===== src/rtl/core/rlpf_pkg.sv =====
// ----------------------------------------------------------------------------
// rlpf_pkg
// Types, register indexes and saturation helpers shared by the lift blocks.
// ----------------------------------------------------------------------------
package rlpf_pkg;

   typedef enum logic [1:0] {
      MODE_DISABLED = 2'd0,
      MODE_UP       = 2'd1,
      MODE_DOWN     = 2'd2
   } lift_mode_type;

   typedef enum logic [1:0] {
      OP_TICK     = 2'd0,
      OP_LIFT_ON  = 2'd1,
      OP_LIFT_OFF = 2'd2,
      OP_ANCHOR   = 2'd3
   } opcode_type;

   localparam int CSR_INDEX_WIDTH = 3;

   localparam logic [CSR_INDEX_WIDTH-1:0] CSR_UP_STEP     = 3'd0;
   localparam logic [CSR_INDEX_WIDTH-1:0] CSR_DOWN_STEP   = 3'd1;
   localparam logic [CSR_INDEX_WIDTH-1:0] CSR_MAX_HEIGHT  = 3'd2;
   localparam logic [CSR_INDEX_WIDTH-1:0] CSR_MIN_HEIGHT  = 3'd3;
   localparam logic [CSR_INDEX_WIDTH-1:0] CSR_KP          = 3'd4;
   localparam logic [CSR_INDEX_WIDTH-1:0] CSR_KD_PER_TICK = 3'd5;

   localparam logic signed [31:0] S32_MAX = 32'sh7FFF_FFFF;
   localparam logic signed [31:0] S32_MIN = 32'sh8000_0000;

   typedef struct packed {
      logic [30:0]        up_step;
      logic [30:0]        down_step;
      logic signed [31:0] max_height;
      logic signed [31:0] min_height;
      logic [30:0]        kp;
      logic [30:0]        kd_per_tick;
   } cfg_type;

   typedef struct packed {
      opcode_type         opcode;
      logic signed [31:0] pos_x;
      logic signed [31:0] pos_y;
      logic signed [31:0] pos_z;
   } s1_type;

   typedef struct packed {
      logic               active;
      lift_mode_type      mode;
      logic signed [31:0] err;
      logic signed [32:0] derr;
      logic signed [32:0] dx;
      logic signed [32:0] dy;
   } s2_type;

   typedef struct packed {
      logic               active;
      lift_mode_type      mode;
      logic signed [63:0] prod_p;
      logic signed [63:0] prod_d;
      logic signed [63:0] prod_x;
      logic signed [63:0] prod_y;
   } s3_type;

   function automatic logic signed [31:0] sat33(input logic signed [32:0] v);
      logic signed [31:0] r;
      if (v[32] == v[31]) begin
         r = v[31:0];
      end else begin
         r = v[32] ? S32_MIN : S32_MAX;
      end
      return r;
   endfunction

   function automatic logic signed [31:0] sat65(input logic signed [64:0] v);
      logic signed [31:0] r;
      if ((&v[64:31]) || !(|v[64:31])) begin
         r = v[31:0];
      end else begin
         r = v[64] ? S32_MIN : S32_MAX;
      end
      return r;
   endfunction

endpackage


===== src/rtl/core/rlpf_state.sv =====
// ----------------------------------------------------------------------------
// rlpf_state
// Lift mode machine, target ramp, height error and position deltas; holds the tick state.
// ----------------------------------------------------------------------------
module rlpf_state (
   input  logic             clock,
   input  logic             reset,
   input  rlpf_pkg::cfg_type cfg,
   input  rlpf_pkg::s1_type  s1,
   input  logic             step,
   output rlpf_pkg::s2_type  s2
);
   import rlpf_pkg::*;

   lift_mode_type      mode_ff, mode_in;
   logic signed [31:0] target_ff, target_in;
   logic signed [31:0] last_err_ff, last_err_in;
   logic signed [31:0] last_x_ff, last_x_in;
   logic signed [31:0] last_y_ff, last_y_in;
   logic signed [31:0] last_z_ff, last_z_in;
   s2_type             s2_ff, s2_in;

   logic signed [31:0] t_up_sat, t_up, t_dn, t_new, err;

   assign t_up_sat = sat33(33'(target_ff) + $signed({2'b00, cfg.up_step}));
   assign t_up     = (t_up_sat > cfg.max_height) ? cfg.max_height : t_up_sat;
   assign t_dn     = sat33(33'(target_ff) - $signed({2'b00, cfg.down_step}));
   assign t_new    = (mode_ff == MODE_UP) ? t_up : t_dn;
   assign err      = sat33(33'(t_new) - 33'(s1.pos_z));

   always_comb begin
      mode_in     = mode_ff;
      target_in   = target_ff;
      last_err_in = last_err_ff;
      last_x_in   = last_x_ff;
      last_y_in   = last_y_ff;
      last_z_in   = last_z_ff;
      s2_in.active = 1'b0;
      unique case (s1.opcode)
         OP_TICK: begin
            last_x_in = s1.pos_x;
            last_y_in = s1.pos_y;
            last_z_in = s1.pos_z;
            if (mode_ff == MODE_UP || mode_ff == MODE_DOWN) begin
               s2_in.active = 1'b1;
               target_in    = t_new;
               last_err_in  = err;
               if (mode_ff == MODE_DOWN && t_dn < cfg.min_height) begin
                  mode_in = MODE_DISABLED;
               end
            end else begin
               last_err_in = '0;
            end
         end
         OP_LIFT_ON: begin
            if (mode_ff != MODE_UP) begin
               mode_in = MODE_UP;
               if (mode_ff != MODE_DOWN) begin
                  target_in = last_z_ff;
               end
            end
         end
         OP_LIFT_OFF: begin
            if (mode_ff == MODE_UP) begin
               mode_in = MODE_DOWN;
            end
         end
         OP_ANCHOR: begin
            target_in   = s1.pos_z;
            last_x_in   = s1.pos_x;
            last_y_in   = s1.pos_y;
            last_z_in   = s1.pos_z;
            last_err_in = '0;
         end
      endcase
      s2_in.mode = mode_in;
      s2_in.err  = err;
      s2_in.derr = 33'(err) - 33'(last_err_ff);
      s2_in.dx   = 33'(s1.pos_x) - 33'(last_x_ff);
      s2_in.dy   = 33'(s1.pos_y) - 33'(last_y_ff);
   end

   always_ff @(posedge clock) begin
      if (reset) begin
         mode_ff     <= MODE_DISABLED;
         target_ff   <= '0;
         last_err_ff <= '0;
         last_x_ff   <= '0;
         last_y_ff   <= '0;
         last_z_ff   <= '0;
      end else if (step) begin
         mode_ff     <= mode_in;
         target_ff   <= target_in;
         last_err_ff <= last_err_in;
         last_x_ff   <= last_x_in;
         last_y_ff   <= last_y_in;
         last_z_ff   <= last_z_in;
      end
   end

   always_ff @(posedge clock) begin
      if (step) begin
         s2_ff <= s2_in;
      end
   end

   assign s2 = s2_ff;

endmodule


===== config.mk =====
export PLATFORM = sky130hd
export DESIGN_NAME = rlpf_state
export DESIGN_NICKNAME = d
export VERILOG_FILES = /design/src/rtl/core/rlpf_pkg.sv /design/src/rtl/core/rlpf_state.sv
export SDC_FILE = /design/constraint.sdc
export NUM_CORES = 1
export LEC_CHECK = 0
export BUFFER_PORTS_ARGS = -buffer_cell sky130_fd_sc_hd__buf_2
export CORE_MARGIN = 8
export CORE_UTILIZATION = 47
export CTS_CLUSTER_SIZE = 25
export DETAILED_ROUTE_END_ITERATION = 7
export PLACE_DENSITY = 0.69
export SLEW_MARGIN = 10
export SYNTH_ARGS = -nofsm -noshare
export SYNTH_HDL_FRONTEND = slang
export SYNTH_SLANG_ARGS = --single-unit
export TNS_END_PERCENT = 5

===== constraint.sdc =====
create_clock -name clock -period 40.9 [get_ports clock]
set_clock_uncertainty 0.15 [all_clocks]
set_input_delay 4.09 -clock clock [delete_from_list [all_inputs] [get_ports clock]]
set_output_delay 4.09 -clock clock [all_outputs]
set_load 0.02 [all_outputs]

* After elaboration in Yosys (flattened, before gate mapping)
Index checks and enable logic that the tools add are counted.
** Storage, ports and cells
- Register bits :: 296
- Input bits :: 289
- Logic and storage cells :: 62
- Output and inout port bits :: 134
** Cells by class
- $lt $le $gt $ge :: 2
- Equality and inequality tests :: 13
- Add/sub/neg operators :: 6
- Mux-type cells :: 20
- Reduce and logical (&&, ||, !) cells :: 9
** Operator list (number)
- 32-bit two-way mux :: 12
- 32-bit by 32-bit subtractor with 33-bit output :: 5
- 32-bit case mux with 3 select lines :: 1
- 32-bit case mux with 2 select lines :: 1
- 32-bit by 32-bit adder with 33-bit output :: 1
- 32-bit greater-than comparator :: 1
- 32-bit less-than comparator :: 1
- 2-bit two-way mux :: 4
- 2-bit inequality test (second input constant) :: 4
- 2-bit == test (second input constant) :: 3
- 2-bit case mux with 3 select lines :: 1
- 5-bit AND reduction :: 1
- 2-bit by 1-bit == test with 1-bit output (second input constant) :: 2
- 2-bit AND reduction :: 2
- 1-bit == test :: 3
- 3-bit nonzero test :: 1
- 2-bit logical NOT :: 1
- 2-bit by 1-bit inequality test with 1-bit output (second input constant) :: 1
- 2-bit nonzero test :: 1
- 2-bit OR reduction :: 1
- 1-bit logical AND :: 1
- 1-bit logical OR :: 1
- 1-bit two-way mux :: 1

* Logic depth before layout (Yosys ltp)
- Depth in word-level cells :: 11
- Depth in mapped cells :: 59
- Mapped depth without buffers :: 55

* Least setup slack after synthesis
OpenSTA, ideal clock, no wires.
- Path kind :: in2reg
- Start :: input cfg[157] (netlist bit)
- End :: register s2_ff (netlist bit s2[97]) (data pin)
- Slack :: 25043 ps
- Library setup time :: 261 ps
- Path buffers :: 6
- Cell stages on the path :: 51
- Data required time :: 40489 ps
- Arrival :: 15446 ps
- Path through :: ha_1 > fa_1 > a211o_1 > a21oi_1 > o31a_2 > o22ai_1 > a221o_2 > o21ai_0 > ha_1 > clkbuf_8 > o211ai_4 > clkbuf_1 > o21ai_0 > ha_1 > a211oi_1 > o21a_1 > o21ai_0 > a221o_1 > (+15 left out) > a21o_1 > a21oi_1 > xnor2_1 > ha_1 > clkbuf_1 > mux2i_1 > ha_1 > nor2b_1 > o31a_1 > o2111a_1 > o2111ai_1 > a31o_2 > nand3_1 > o211ai_1 > o21ai_0 > o41ai_1 > o21ai_0 > xnor2_1
** RTL lines
- start, declared :: RTL line rlpf_state.sv:8 : input rlpf_pkg::cfg_type cfg,
- end signal, assigned :: RTL line rlpf_state.sv:103 : s2_ff <= s2_in;
- end, declared :: RTL line rlpf_state.sv:21 : s2_type s2_ff, s2_in;

==> reports/qor.txt <==
Setup violations, final: 0
vias in the first global route: 20.38k
Final nets: 3,697
crit path kind: input port to register
H-Tree Depth: 2
MaxCap Viol Count: 0
minimum clock period: 19.20 ns
Yosys reg bits: 296
Reg2Reg Launch Point: target_ff[18]
worst slew pin tran: 1.155 ns
clk_lat worst skew: 0.54 ns
met2 Use GR: 39.31%
Hold EP: last_x_ff[30]
Post-synth EDFFs: 134
Final HPWL DP: 59.43 mm
Synth area leader: edfxtp_1
DIE WIDTH: 238.4 um
Post-synth top cells: nand2_1, inv_1, a21oi_1
M3 GR Usage: 3.611%
met1 usage: 35.18%
ANT nets after route: 0
Final Hold Viols: 0
post-synth top area share: 17.32%
Hold Crit Class: register to register
WP data required: 41.02 ns
CTS Buf Count: 35
initial antenna violation count: 15
vias per inst: 5.700
full die area: 56,810 um2
clock root buffer: clkbuf_16
global-route wire length before repair: 113.7 mm
total core area: 48,850 um2
PwrDens: 62.64 nW/um2
reg2reg end: s2[97]
post-CTS sizing: 0
Syn Nets: 3,384
Post-Synthesis Cells: 2,825
Slew headroom: 23.02%
layout cells sized above 1: 15.68%
die height: 238.4 um
TritonRoute pass-1 iters: 6
initial core utilization: 47.57%
GRT Util Overall: 24.99%
Seq/Total Area, Yosys: 31.27%
critical path peak fanout: 52
hold path cells: 2
Synth Area per Inst: 8.226 um2
# IOs: 423
busiest layer in global routing: met2
worst-case clock buffer depth: 3
synth top area cells: edfxtp_1, ha_1, dfxtp_1, a21oi_1, nand2_1
Avg WL per Cell: 19.46 um
Slew Viols, Final: 0
most frequent cell after synthesis: nand2_1
largest net degree at the start of global routing: 98
FF-to-FF setup slack: 24.95 ns
Setup TNS Final: 0 ns
Critical Path Most Common Cell: ha_1
CP max stage cell: clkinv_1
CTS tree: yes
Max stage delay on crit path: 0.99 ns
Clock Sinks: 296
YS warnings: 0
Netlist cell types: 95
Clock transition at path regs: 0.05 ns
post-CTS setup buffer count: 0
critical hold path startpoint: last_x_ff[30]
DRC Markers: 0
Post-CTS Hold Fix Bufs: 0
WP buf/inv: 5
GR Overflow Total: 0
status: finished, final reports clean
CP endpoint kind: register
Layout area overhead: 15.15%
RSZ-0062 raised after global routing: false
GP Congestion: 0.9562
worst reg2reg path depth: 53
startpoint types: input port
Main synth FF type: dfxtp_1
via count: 21.92k
Synth async-reset ratio: 0%
initial DRC count: 1,578
fin crit share: 46.93%
IO Port Bufs: 360
Crit path arrival time: 19.31 ns
standard-cell rows: 81
fmax: 52.10 MHz
Lkg Pwr: 11.77 nW
Total Power: 1.676 mW
Max VDD drop: 0.02912 mV
Routed Wire Length: 74.82 mm
synthesized area: 23,240 um2
CP delay by family, top: compound AO/OA/AOI/OAI gates
==> cell usage in the layout (no fill, tap or decap), types with 20 or more instances in the layout <==
cell / n
a211oi_1: 23
a21o_1: 76
a21oi_1: 284
a221oi_1: 26
a22oi_1: 42
a31oi_1: 22
buf_2: 358
clkbuf_16: 35
dfxtp_1: 162
edfxtp_1: 134
ha_1: 263
inv_1: 301
mux2i_1: 21
nand2_1: 336
nand2b_1: 30
nand3_1: 37
nand4_1: 25
nor2_1: 194
nor2b_1: 29
nor3_1: 55
o211ai_1: 22
o21a_1: 52
o21ai_0: 164
o21bai_1: 23
o31ai_1: 20
xnor2_1: 105
xor2_1: 41
==> flip-flops by register name, summed over array words and instances (netlist names) <==
register	flops
mode_ff	2
last_z_ff	32
target_ff	32
s2	134
last_x_ff	32
last_err_ff	32
last_y_ff	32
==> per-layer routing <==
metal / wire, um / vias up
met5: 0 / -
met4: 1734 / 0
met3: 5271 / 97
met2: 33410 / 790
met1: 34410 / 10320
li1: - / 10710
==> cell families (layout without fill, tap and decap cells) <==
| logic type | after synthesis | after routing | share of synthesized area (%) |
|---|---|---|---|
| DFF | 296 | 296 | 31.27 |
| AOI/OAI and AO/OA | 892 | 892 | 25.02 |
| xor gates and xnor gates | 146 | 146 | 5.503 |
| other | 0 | 18 | 0 |
| and+or+nand+nor | 786 | 786 | 15.26 |
| muxes | 29 | 29 | 1.292 |
| buffers and inverters | 405 | 743 | 6.881 |
| adders and majority gates | 271 | 271 | 14.77 |
==> worst register-to-register path, delay by kind of cell, from the launching register on <==
kind	cells	cell delay [ns]
AOI/OAI and AO/OA	26	6.85
and+or+nand+nor	13	3.21
adders and majority gates	6	2.40
buffers and inverters	4	1.62
muxes	1	0.66
xor gates and xnor gates	3	0.42
DFF	1	0.39
==> worst max-delay path by stage <==
stage / slack (ns) / from / to / depth (start not counted)
floorplan: 25.04 / cfg[157] / s2[97] / 51
global placement: 21.48 / cfg[157] / s2[97] / 52
global route: 20.66 / cfg[175] / s2[97] / 54
CTS: 21.87 / cfg[157] / s2[97] / 52
detailed placement: 21.36 / cfg[157] / s2[98] / 52
finish: 21.70 / cfg[175] / s2[97] / 54
==> where the power goes <==
part	total (mW)	internal (mW)	switching, mW
registers	0.423	0.403	0.0201
logic	0.939	0.362	0.577
clock network	0.315	0.189	0.125
total	1.68	0.954	0.722
==> metrics by stage <==
step                      instances  setup slack, ns  hold slack (ns)  utilization (%)  cell area [um2]
after floorplan                2825            25.04           0.2819                -            23240
after global placement         3765            21.48           0.2914            52.36            25580
after detailed placement       3765            21.36           0.2965            52.36            25580
after CTS                      3827            21.87           0.3044            54.68            26710
after global routing           3839            20.66           0.3146            54.75            26740
final                          3845            21.70           0.3019            54.78            26760
==> layout make-up <==
| class | count | area (um2) |
|---|---|---|
| clock buffer | 48 | 954.7 |
| sequential | 296 | 7267 |
| fill | 4590 | 22090 |
| multi-input combinational | 2124 | 14400 |
| timing repair buffer | 377 | 1938 |
| clock inverter | 14 | 181.4 |
| tap | 664 | 830.8 |
| inverter | 304 | 1141 |
| antenna | 18 | 45.04 |
(Power assumes the default switching activity.)
